### src/rtl/u16l1_pkg.sv
// shared types, codes and byte helpers for the utf-16le / latin-1 to utf-8 transcoder
`default_nettype none
package u16l1_pkg;

  // default number of entries in the job queue between front and back
  localparam int unsigned JobQueueDepth = 4;

  // done status codes
  localparam logic [2:0] ST_OK        = 3'd0;
  localparam logic [2:0] ST_EMPTY     = 3'd1;
  localparam logic [2:0] ST_BAD_ENC   = 3'd2;
  localparam logic [2:0] ST_ODD_LEN   = 3'd3;
  localparam logic [2:0] ST_TRUNC     = 3'd4;
  localparam logic [2:0] ST_BAD_LOW   = 3'd5;
  localparam logic [2:0] ST_LONE_LOW  = 3'd6;

  // encoding selector values
  localparam logic [7:0] SEL_UTF16  = 8'h00;
  localparam logic [7:0] SEL_LATIN1 = 8'h01;

  // surrogate prefixes of a utf-16 code unit
  localparam logic [5:0] HIGH_SURR_PREFIX = 6'b110110;
  localparam logic [5:0] LOW_SURR_PREFIX  = 6'b110111;
  localparam logic [20:0] SUPP_BASE       = 21'h10000;

  typedef struct packed {
    logic [7:0] data_byte;
    logic       first;
    logic       last;
    logic       empty_string;
  } item_t;

  typedef struct packed {
    logic [7:0] out_byte;
    logic       byte_valid;
    logic       string_done;
    logic [2:0] status;
    logic       run_last;
  } result_t;

  // one unit of work for the back end: a code point and/or a done result
  typedef struct packed {
    logic        has_cp;
    logic [20:0] cp;
    logic [1:0]  nbytes_m1;
    logic        done;
    logic [2:0]  status;
  } job_t;

  // utf-8 length minus one for a code point
  function automatic logic [1:0] utf8_len_m1(input logic [20:0] cp);
    logic [1:0] n;
    if (cp[20:16] != 5'd0) n = 2'd3;
    else if (cp[15:11] != 5'd0) n = 2'd2;
    else if (cp[10:7] != 4'd0) n = 2'd1;
    else n = 2'd0;
    return n;
  endfunction

  // utf-8 byte number idx of a code point whose length minus one is n
  function automatic logic [7:0] utf8_byte(input logic [20:0] cp, input logic [1:0] n,
                                           input logic [1:0] idx);
    logic [7:0] b;
    b = 8'h00;
    case (n)
      2'd0: b = {1'b0, cp[6:0]};
      2'd1: begin
        case (idx)
          2'd0: b = {3'b110, cp[10:6]};
          default: b = {2'b10, cp[5:0]};
        endcase
      end
      2'd2: begin
        case (idx)
          2'd0: b = {4'b1110, cp[15:12]};
          2'd1: b = {2'b10, cp[11:6]};
          default: b = {2'b10, cp[5:0]};
        endcase
      end
      default: begin
        case (idx)
          2'd0: b = {5'b11110, cp[20:18]};
          2'd1: b = {2'b10, cp[17:12]};
          2'd2: b = {2'b10, cp[11:6]};
          default: b = {2'b10, cp[5:0]};
        endcase
      end
    endcase
    return b;
  endfunction

endpackage
`default_nettype wire

### src/rtl/u16l1_front.sv
// front end: takes input items, tracks string state and forms jobs
`default_nettype none
module u16l1_front import u16l1_pkg::*; (
  input  wire logic  clk,
  input  wire logic  rst,
  input  wire logic  accept,
  input  wire item_t item,
  output logic       job_push,
  output job_t       job
);

  logic        string_open, string_open_next;
  logic        utf16_mode, utf16_mode_next;
  logic        have_low_half, have_low_half_next;
  logic [7:0]  held_low_byte, held_low_byte_next;
  logic        have_high_surrogate, have_high_surrogate_next;
  logic [9:0]  high_surrogate_bits, high_surrogate_bits_next;
  logic [2:0]  error_latch, error_latch_next;

  logic [15:0] unit;
  logic [20:0] cp;
  logic        cp_valid;
  logic        close;
  logic [2:0]  fin_status;

  assign unit = {item.data_byte, held_low_byte};

  // next string state and the job for this item
  always_comb begin
    string_open_next         = string_open;
    utf16_mode_next          = utf16_mode;
    have_low_half_next       = have_low_half;
    held_low_byte_next       = held_low_byte;
    have_high_surrogate_next = have_high_surrogate;
    high_surrogate_bits_next = high_surrogate_bits;
    error_latch_next         = error_latch;
    cp       = 21'd0;
    cp_valid = 1'b0;
    close    = 1'b0;
    fin_status = ST_OK;

    if (accept && !item.empty_string) begin
      if (item.first) begin
        string_open_next         = 1'b1;
        utf16_mode_next          = 1'b0;
        have_low_half_next       = 1'b0;
        held_low_byte_next       = 8'd0;
        have_high_surrogate_next = 1'b0;
        high_surrogate_bits_next = 10'd0;
        error_latch_next         = ST_OK;
        if (item.data_byte == SEL_UTF16) utf16_mode_next = 1'b1;
        else if (item.data_byte != SEL_LATIN1) error_latch_next = ST_BAD_ENC;
      end else if (string_open) begin
        if (utf16_mode) begin
          if (!have_low_half) begin
            held_low_byte_next = item.data_byte;
            have_low_half_next = 1'b1;
          end else begin
            have_low_half_next = 1'b0;
            if (error_latch == ST_OK) begin
              // surrogate pairing
              if (have_high_surrogate) begin
                have_high_surrogate_next = 1'b0;
                high_surrogate_bits_next = 10'd0;
                if (unit[15:10] == LOW_SURR_PREFIX) begin
                  cp       = SUPP_BASE + {1'b0, high_surrogate_bits, unit[9:0]};
                  cp_valid = 1'b1;
                end else begin
                  error_latch_next = ST_BAD_LOW;
                end
              end else if (unit[15:10] == HIGH_SURR_PREFIX) begin
                have_high_surrogate_next = 1'b1;
                high_surrogate_bits_next = unit[9:0];
              end else if (unit[15:10] == LOW_SURR_PREFIX) begin
                error_latch_next = ST_LONE_LOW;
              end else begin
                cp       = {5'd0, unit};
                cp_valid = 1'b1;
              end
            end
          end
        end else if (error_latch == ST_OK) begin
          cp       = {13'd0, item.data_byte};
          cp_valid = 1'b1;
        end
      end

      // closing status from the updated state
      if (item.last && (item.first || string_open)) begin
        close = 1'b1;
        if (error_latch_next == ST_BAD_ENC) fin_status = ST_BAD_ENC;
        else if (utf16_mode_next && have_low_half_next) fin_status = ST_ODD_LEN;
        else if (error_latch_next != ST_OK) fin_status = error_latch_next;
        else if (have_high_surrogate_next) fin_status = ST_TRUNC;
        else fin_status = ST_OK;
      end
    end

    if (accept && item.empty_string) begin
      close      = 1'b1;
      fin_status = ST_EMPTY;
    end

    // a closed string leaves nothing behind
    if (close) begin
      string_open_next         = 1'b0;
      utf16_mode_next          = 1'b0;
      have_low_half_next       = 1'b0;
      held_low_byte_next       = 8'd0;
      have_high_surrogate_next = 1'b0;
      high_surrogate_bits_next = 10'd0;
      error_latch_next         = ST_OK;
    end
  end

  // job towards the queue
  always_comb begin
    job.has_cp    = cp_valid;
    job.cp        = cp;
    job.nbytes_m1 = utf8_len_m1(cp);
    job.done      = close;
    job.status    = fin_status;
    job_push      = cp_valid || close;
  end

  // string state registers
  always_ff @(posedge clk) begin
    if (rst) begin
      string_open         <= 1'b0;
      utf16_mode          <= 1'b0;
      have_low_half       <= 1'b0;
      held_low_byte       <= 8'd0;
      have_high_surrogate <= 1'b0;
      high_surrogate_bits <= 10'd0;
      error_latch         <= ST_OK;
    end else begin
      string_open         <= string_open_next;
      utf16_mode          <= utf16_mode_next;
      have_low_half       <= have_low_half_next;
      held_low_byte       <= held_low_byte_next;
      have_high_surrogate <= have_high_surrogate_next;
      high_surrogate_bits <= high_surrogate_bits_next;
      error_latch         <= error_latch_next;
    end
  end

endmodule
`default_nettype wire

### src/rtl/u16l1_job_queue.sv
// short first-in first-out queue of jobs between front and back
`default_nettype none
module u16l1_job_queue import u16l1_pkg::*; #(
  parameter int unsigned DEPTH = JobQueueDepth
) (
  input  wire logic clk,
  input  wire logic rst,
  input  wire logic wr_en,
  input  wire job_t wr_data,
  output logic      full,
  output logic      rd_valid,
  output job_t      rd_data,
  input  wire logic rd_en
);

  localparam int unsigned PW = (DEPTH > 1) ? $clog2(DEPTH) : 1;
  localparam int unsigned CW = $clog2(DEPTH + 1);

  job_t          entries [DEPTH];
  logic [PW-1:0] wr_ptr;
  logic [PW-1:0] rd_ptr;
  logic [CW-1:0] count;
  logic          do_wr;
  logic          do_rd;

  assign full     = (count == CW'(DEPTH));
  assign rd_valid = (count != '0);
  assign rd_data  = entries[rd_ptr];
  assign do_wr    = wr_en && !full;
  assign do_rd    = rd_en && rd_valid;

  // storage
  always_ff @(posedge clk) begin
    if (do_wr) entries[wr_ptr] <= wr_data;
  end

  // pointers and fill count
  always_ff @(posedge clk) begin
    if (rst) begin
      wr_ptr <= '0;
      rd_ptr <= '0;
      count  <= '0;
    end else begin
      if (do_wr) wr_ptr <= (wr_ptr == PW'(DEPTH - 1)) ? '0 : wr_ptr + 1'b1;
      if (do_rd) rd_ptr <= (rd_ptr == PW'(DEPTH - 1)) ? '0 : rd_ptr + 1'b1;
      if (do_wr && !do_rd) count <= count + 1'b1;
      else if (do_rd && !do_wr) count <= count - 1'b1;
    end
  end

endmodule
`default_nettype wire

### src/rtl/u16l1_back.sv
// back end: turns jobs into utf-8 bytes and done results, one per cycle while its results are popped
`default_nettype none
module u16l1_back import u16l1_pkg::*; (
  input  wire logic clk,
  input  wire logic rst,
  input  wire logic job_valid,
  input  wire job_t job,
  output logic      job_pop,
  output result_t   result,
  output logic      empty,
  input  wire logic pop
);

  logic       out_valid;
  logic [2:0] idx;
  logic       load;
  logic       is_byte;
  logic       job_end;
  result_t    res_next;

  assign empty = !out_valid;
  assign load  = job_valid && (!out_valid || pop);

  // pick the next result of the current job
  always_comb begin
    is_byte = job.has_cp && (idx <= {1'b0, job.nbytes_m1});
    job_end = is_byte ? ((idx[1:0] == job.nbytes_m1) && !job.done) : 1'b1;
    res_next.out_byte    = is_byte ? utf8_byte(job.cp, job.nbytes_m1, idx[1:0]) : 8'h00;
    res_next.byte_valid  = is_byte;
    res_next.string_done = !is_byte;
    res_next.status      = is_byte ? ST_OK : job.status;
    res_next.run_last    = job_end;
  end

  assign job_pop = load && job_end;

  // result register
  always_ff @(posedge clk) begin
    if (load) result <= res_next;
  end

  // result valid flag and position within the job
  always_ff @(posedge clk) begin
    if (rst) begin
      out_valid <= 1'b0;
      idx       <= 3'd0;
    end else begin
      if (load) out_valid <= 1'b1;
      else if (pop) out_valid <= 1'b0;
      if (load) idx <= job_end ? 3'd0 : idx + 3'd1;
    end
  end

endmodule
`default_nettype wire

### src/rtl/utf16le_latin1_to_utf8_transcoder.sv
// top level of the utf-16le / latin-1 to utf-8 transcoder
// An item is taken in any cycle in which the job queue between the front and
// back ends has room; the front end updates the string state in that same
// cycle. Each item causes 0 to 5 results (up to four utf-8 bytes and a done
// result), and the back end hands out one result per cycle while its results
// are popped, so it takes no new job before the last one has given all of its
// results. The back end has a single result register, and a result passes
// through the job queue and that register before it reaches the result ports.
`default_nettype none
module utf16le_latin1_to_utf8_transcoder import u16l1_pkg::*; #(
  parameter int unsigned JOB_DEPTH = JobQueueDepth
) (
  input  wire logic  clk,
  input  wire logic  rst,
  input  wire item_t item,
  input  wire logic  push,
  output logic       full,
  output result_t    result,
  output logic       empty,
  input  wire logic  pop
);

  logic accept;
  logic job_push;
  job_t job_in;
  logic job_valid;
  job_t job_out;
  logic job_pop;

  assign accept = push && !full;

  // item classification and string state
  u16l1_front u_front (
    .clk      (clk),
    .rst      (rst),
    .accept   (accept),
    .item     (item),
    .job_push (job_push),
    .job      (job_in)
  );

  // decoupling queue
  u16l1_job_queue #(
    .DEPTH (JOB_DEPTH)
  ) u_queue (
    .clk      (clk),
    .rst      (rst),
    .wr_en    (job_push),
    .wr_data  (job_in),
    .full     (full),
    .rd_valid (job_valid),
    .rd_data  (job_out),
    .rd_en    (job_pop)
  );

  // utf-8 serialiser
  u16l1_back u_back (
    .clk       (clk),
    .rst       (rst),
    .job_valid (job_valid),
    .job       (job_out),
    .job_pop   (job_pop),
    .result    (result),
    .empty     (empty),
    .pop       (pop)
  );

endmodule
`default_nettype wire
### config.mk
export PLATFORM = sky130hd
export DESIGN_NAME = utf16le_latin1_to_utf8_transcoder
export DESIGN_NICKNAME = d
export VERILOG_FILES = /design/src/rtl/u16l1_pkg.sv /design/src/rtl/u16l1_front.sv /design/src/rtl/u16l1_job_queue.sv /design/src/rtl/u16l1_back.sv /design/src/rtl/utf16le_latin1_to_utf8_transcoder.sv
export SDC_FILE = /design/constraint.sdc
export NUM_CORES = 1
export LEC_CHECK = 0
export BUFFER_PORTS_ARGS = -buffer_cell sky130_fd_sc_hd__buf_2
export CAP_MARGIN = 10
export CORE_MARGIN = 5
export CORE_UTILIZATION = 51
export DETAILED_ROUTE_END_ITERATION = 12
export PLACE_DENSITY = 0.71
export SLEW_MARGIN = 5
export SYNTH_ARGS = -nofsm -noshare
export SYNTH_HDL_FRONTEND = slang
export SYNTH_SLANG_ARGS = --single-unit
### constraint.sdc
create_clock -name clk -period 3.08 [get_ports clk]
set_input_delay 0.77 -clock clk [delete_from_list [all_inputs] [get_ports clk]]
set_output_delay 0.77 -clock clk [all_outputs]
set_load 0.03 [all_outputs]
==> impl_metrics.env <==
export IMPL_synth_seq_area_share_pct=60.5
export IMPL_worstMarginPinSlew_ns=0.608
export IMPL_fin_crit_sh_pct=98.7
export IMPL_p_sw_mw=2.21
export IMPL_gr_usage_all_layers_pct=18.7
export IMPL_drtIter0Drc=370
export IMPL_place_gp_congestion=0.871
export IMPL_final_area_mm2=0.00874
export IMPL_synthesis_area_mm2=0.00751
export IMPL_crit_path_end_kind="flop"
export IMPL_slew_viol_final=0
export IMPL_grt_overflow=0
export IMPL_hp_start="u_front.high_surrogate_bits[3]"
export IMPL_vias=4891
export IMPL_fp_dieArea_mm2=0.0172
export IMPL_cap_viol_max_count=0
export IMPL_wl_per_cell_um=19.2
export IMPL_seqPwrFrac_pct=38.6
export IMPL_syn_area_per_cell_um2=13.3
export IMPL_ir_drop_mv=0.447
export IMPL_startpoint_type="flop"
export IMPL_clkSinkCount=164
export IMPL_grt_pass1_vias=4803
export IMPL_initial_utilization_pct=51.8
export IMPL_place_area_mm2=0.00808
export IMPL_period_needed_ns=3.04
export IMPL_nFillCells=1102
export IMPL_clk_pin_slew_ns=0.06
export IMPL_final_setup_viol_count=0
export IMPL_clkLatencyLatePin_ns=0.42
export IMPL_switching_share_pct=30.8
export IMPL_p_int_mw=4.96
export IMPL_rsz0062_at_grt="true"
export IMPL_num_rows=44
export IMPL_fmax_mhz=329
export IMPL_via_per_inst=5.96
export IMPL_leakage_nw=3.19
export IMPL_die_h_um=131
export IMPL_cp_arrival_ns=3.40
export IMPL_synth_seq_cells=164
export IMPL_ff2ff_path_depth=12
export IMPL_htree_levels=4
export IMPL_yosysWarnings=0
export IMPL_ios=31
export IMPL_coreArea_mm2=0.0145
export IMPL_port_buffers=30
export IMPL_clkPwrFrac_pct=31.0
export IMPL_ctsHoldBuffers=0
export IMPL_antenna_found_initial=0
export IMPL_synth_cell_type_count=65
export IMPL_slew_headroom_pct=59.2
export IMPL_fin_nets=654
export IMPL_cts_tree="yes"
export IMPL_first_pass_iters=5
export IMPL_r2r_slack_ns=0.04
export IMPL_cts_inserted_buffers=17
export IMPL_drc_errors=0
export IMPL_syn_inst=566
export IMPL_ys_flop_type="edfxtp_1"
export IMPL_area_growth_pct=16.4
export IMPL_cts_root_buf="clkbuf_16"
export IMPL_grt_max_degree=29
export IMPL_worstPathMaxFanout=4
export IMPL_whs_ns=0.473
export IMPL_routed_wl_um=15700
export IMPL_critPathKind="flop to flop"
export IMPL_min_path_cells=2
export IMPL_power_mw=7.18
export IMPL_synth_fp_nets=596
export IMPL_hpwl_um=10600
export IMPL_drive_above_1_share_pct=21.8
export IMPL_min_to="u_front.high_surrogate_bits[3]"
export IMPL_hold_class="flop to flop"
export IMPL_grt_pass1_wl_um=25600
export IMPL_drtAntennaViolNets=0
export IMPL_clock_skew_ns=0.00866
export IMPL_status="finished clean"
export IMPL_clk_path_buf_depth=2
export IMPL_hold_violations=0
export IMPL_die_w_um=131
export IMPL_required_ns=3.44
export IMPL_diodes=0
export IMPL_p_per_area_mw_per_mm2=821
export IMPL_comb_power_share_pct=30.4
export IMPL_synth_edf_count=126
export IMPL_worstReg2RegEnd="u_queue.count[2]"
export IMPL_async_flop_share_pct=0
[worst max-delay path, stage by stage, from the launching register on]
cell and delay [ns]:
dfxtp_4 0.37, mux4_2 0.51, inv_2 0.10, ha_4 0.20
nor2b_4 0.12, o21a_1 0.20, o41ai_4 0.27, ha_2 0.25
inv_2 0.04, fa_2 0.32, xor2_1 0.15, or3_1 0.32
a21oi_2 0.12
[worst max path at each step]
stage          slack [ns]          endpoint  depth (start not counted)
6_report             0.04  u_queue.count[2]                         12
5_1_grt             -0.13  u_queue.count[2]                         12
4_1_cts             -0.11  u_queue.count[2]                         12
3_5_place_dp        -0.15  u_queue.count[2]                         12
3_3_place_gp        -0.04  u_queue.count[2]                         12
2_1_floorplan       -0.07  u_queue.count[2]                         13
[state kept, by name, summed over array words and instances, names as in the netlist, 2 cells and up, named ones only]
| register | flops |
|---|---|
| u_back.idx | 3 |
| u_back.result | 14 |
| u_front.error_latch | 3 |
| u_front.held_low_byte | 8 |
| u_front.high_surrogate_bits | 10 |
| u_queue.count | 3 |
| u_queue.entries | 112 |
| u_queue.rd_ptr | 2 |
| u_queue.wr_ptr | 2 |
[area by class of cell]
cell class / count / area (um2) / share of cell area (%)
Inverter: 19 / 71.3 / 0.816
Timing Repair Buffer: 70 / 500 / 5.73
Sequential cell: 164 / 4550 / 52.0
Clock buffer: 21 / 450 / 5.15
Multi-Input combinational cell: 352 / 2760 / 31.6
Clock inverter: 11 / 176 / 2.02
Tap cell: 184 / 230 / 2.63
[cell usage after synthesis (5+ instances only)]
cell | number | area share [%]
a22oi_1 | 18 | 1.8
a31oi_1 | 6 | 0.50
xor2_1 | 5 | 0.58
o21ai_0 | 7 | 0.47
and2_1 | 8 | 0.67
dfxtp_1 | 38 | 10
mux4_2 | 20 | 6.0
ha_1 | 14 | 2.3
and3_1 | 8 | 0.67
a21o_1 | 5 | 0.50
a21oi_1 | 36 | 2.4
nor3_1 | 12 | 0.80
inv_1 | 18 | 0.90
nand3_1 | 20 | 1.3
or3_1 | 6 | 0.50
nand2_1 | 21 | 1.1
nor2b_1 | 5 | 0.42
buf_2 | 6 | 0.40
nor2_1 | 59 | 2.9
mux2i_1 | 11 | 1.5
mux4_1 | 7 | 2.5
clkbuf_1 | 20 | 1.0
edfxtp_1 | 126 | 50
nand2b_1 | 14 | 1.2
[metal layers]
layer	global-route usage, %	up-vias	part of all wire [%]
li1	-	2296	-
met1	24.7	2398	42
met2	30.1	171	49
met3	5.12	26	6.6
met4	6.34	0	1.7
met5	0	-	0
[layout by cell type (no fill, tap or decap), types with 5 or more instances in the layout]
| cell type | netlist | final |
|---|---|---|
| buf_4 | 0 | 36 |
| mux4_2 | 20 | 20 |
| dfxtp_1 | 38 | 37 |
| xor2_1 | 5 | 5 |
| a22oi_1 | 18 | 18 |
| mux4_1 | 7 | 7 |
| clkbuf_16 | 0 | 17 |
| inv_1 | 18 | 16 |
| or3_1 | 6 | 6 |
| buf_2 | 6 | 30 |
| and3_1 | 8 | 8 |
| a21o_1 | 5 | 5 |
| a21oi_1 | 36 | 34 |
| a31oi_1 | 6 | 6 |
| nand2b_1 | 14 | 14 |
| nor3_1 | 12 | 12 |
| nor2_1 | 59 | 59 |
| nand2_1 | 21 | 21 |
| ha_1 | 14 | 12 |
| mux2i_1 | 11 | 11 |
| nand3_1 | 20 | 20 |
| edfxtp_1 | 126 | 126 |
| and2_1 | 8 | 8 |
| o21ai_0 | 7 | 7 |
[timing repair]
| action | in CTS | in global routing |
|---|---|---|
| resized for setup | 2 | 1 |
| setup endpoints to repair | 1 | 2 |
| buffers inserted | 2 | 0 |
| pin swaps | 3 | 1 |
[stage by stage]
stage	worst slack [ns]	util [%]	cells	TNS (ns)
global route	-0.128	60.4	821	-0.128
global placement	-0.0409	55.8	787	-0.0409
floorplan	-0.0686	-	566	-0.0686
finish	0.0414	60.4	821	0
CTS	-0.110	60.3	821	-0.110
detailed placement	-0.154	55.8	787	-0.154
[power groups by stage]
stage / Clock, mW / Combinational [mW] / Sequential, mW
global placement: 0 / 2.08 / 2.80
finish: 2.23 / 2.18 / 2.77
global route: 2.37 / 2.38 / 2.80
floorplan: 0 / 1.45 / 2.99
detailed placement: 0 / 2.12 / 2.81
CTS: 2.26 / 2.19 / 2.77
[cells by family (layout without fill, tap and decap cells)]
kind of cell    count (synthesis)  after routing  synth area share [%]
compound gates                112            112                  10.5
mux                            39             39                  10.1
flops                         164            164                  60.5
simple gates                  179            179                  12.4
buf+inv                        50            121                  3.12
xor+xnor                        7              7                 0.817
fa+ha+maj                      15             15                  2.60
No activity file was read; power rests on OpenSTA's default activity.
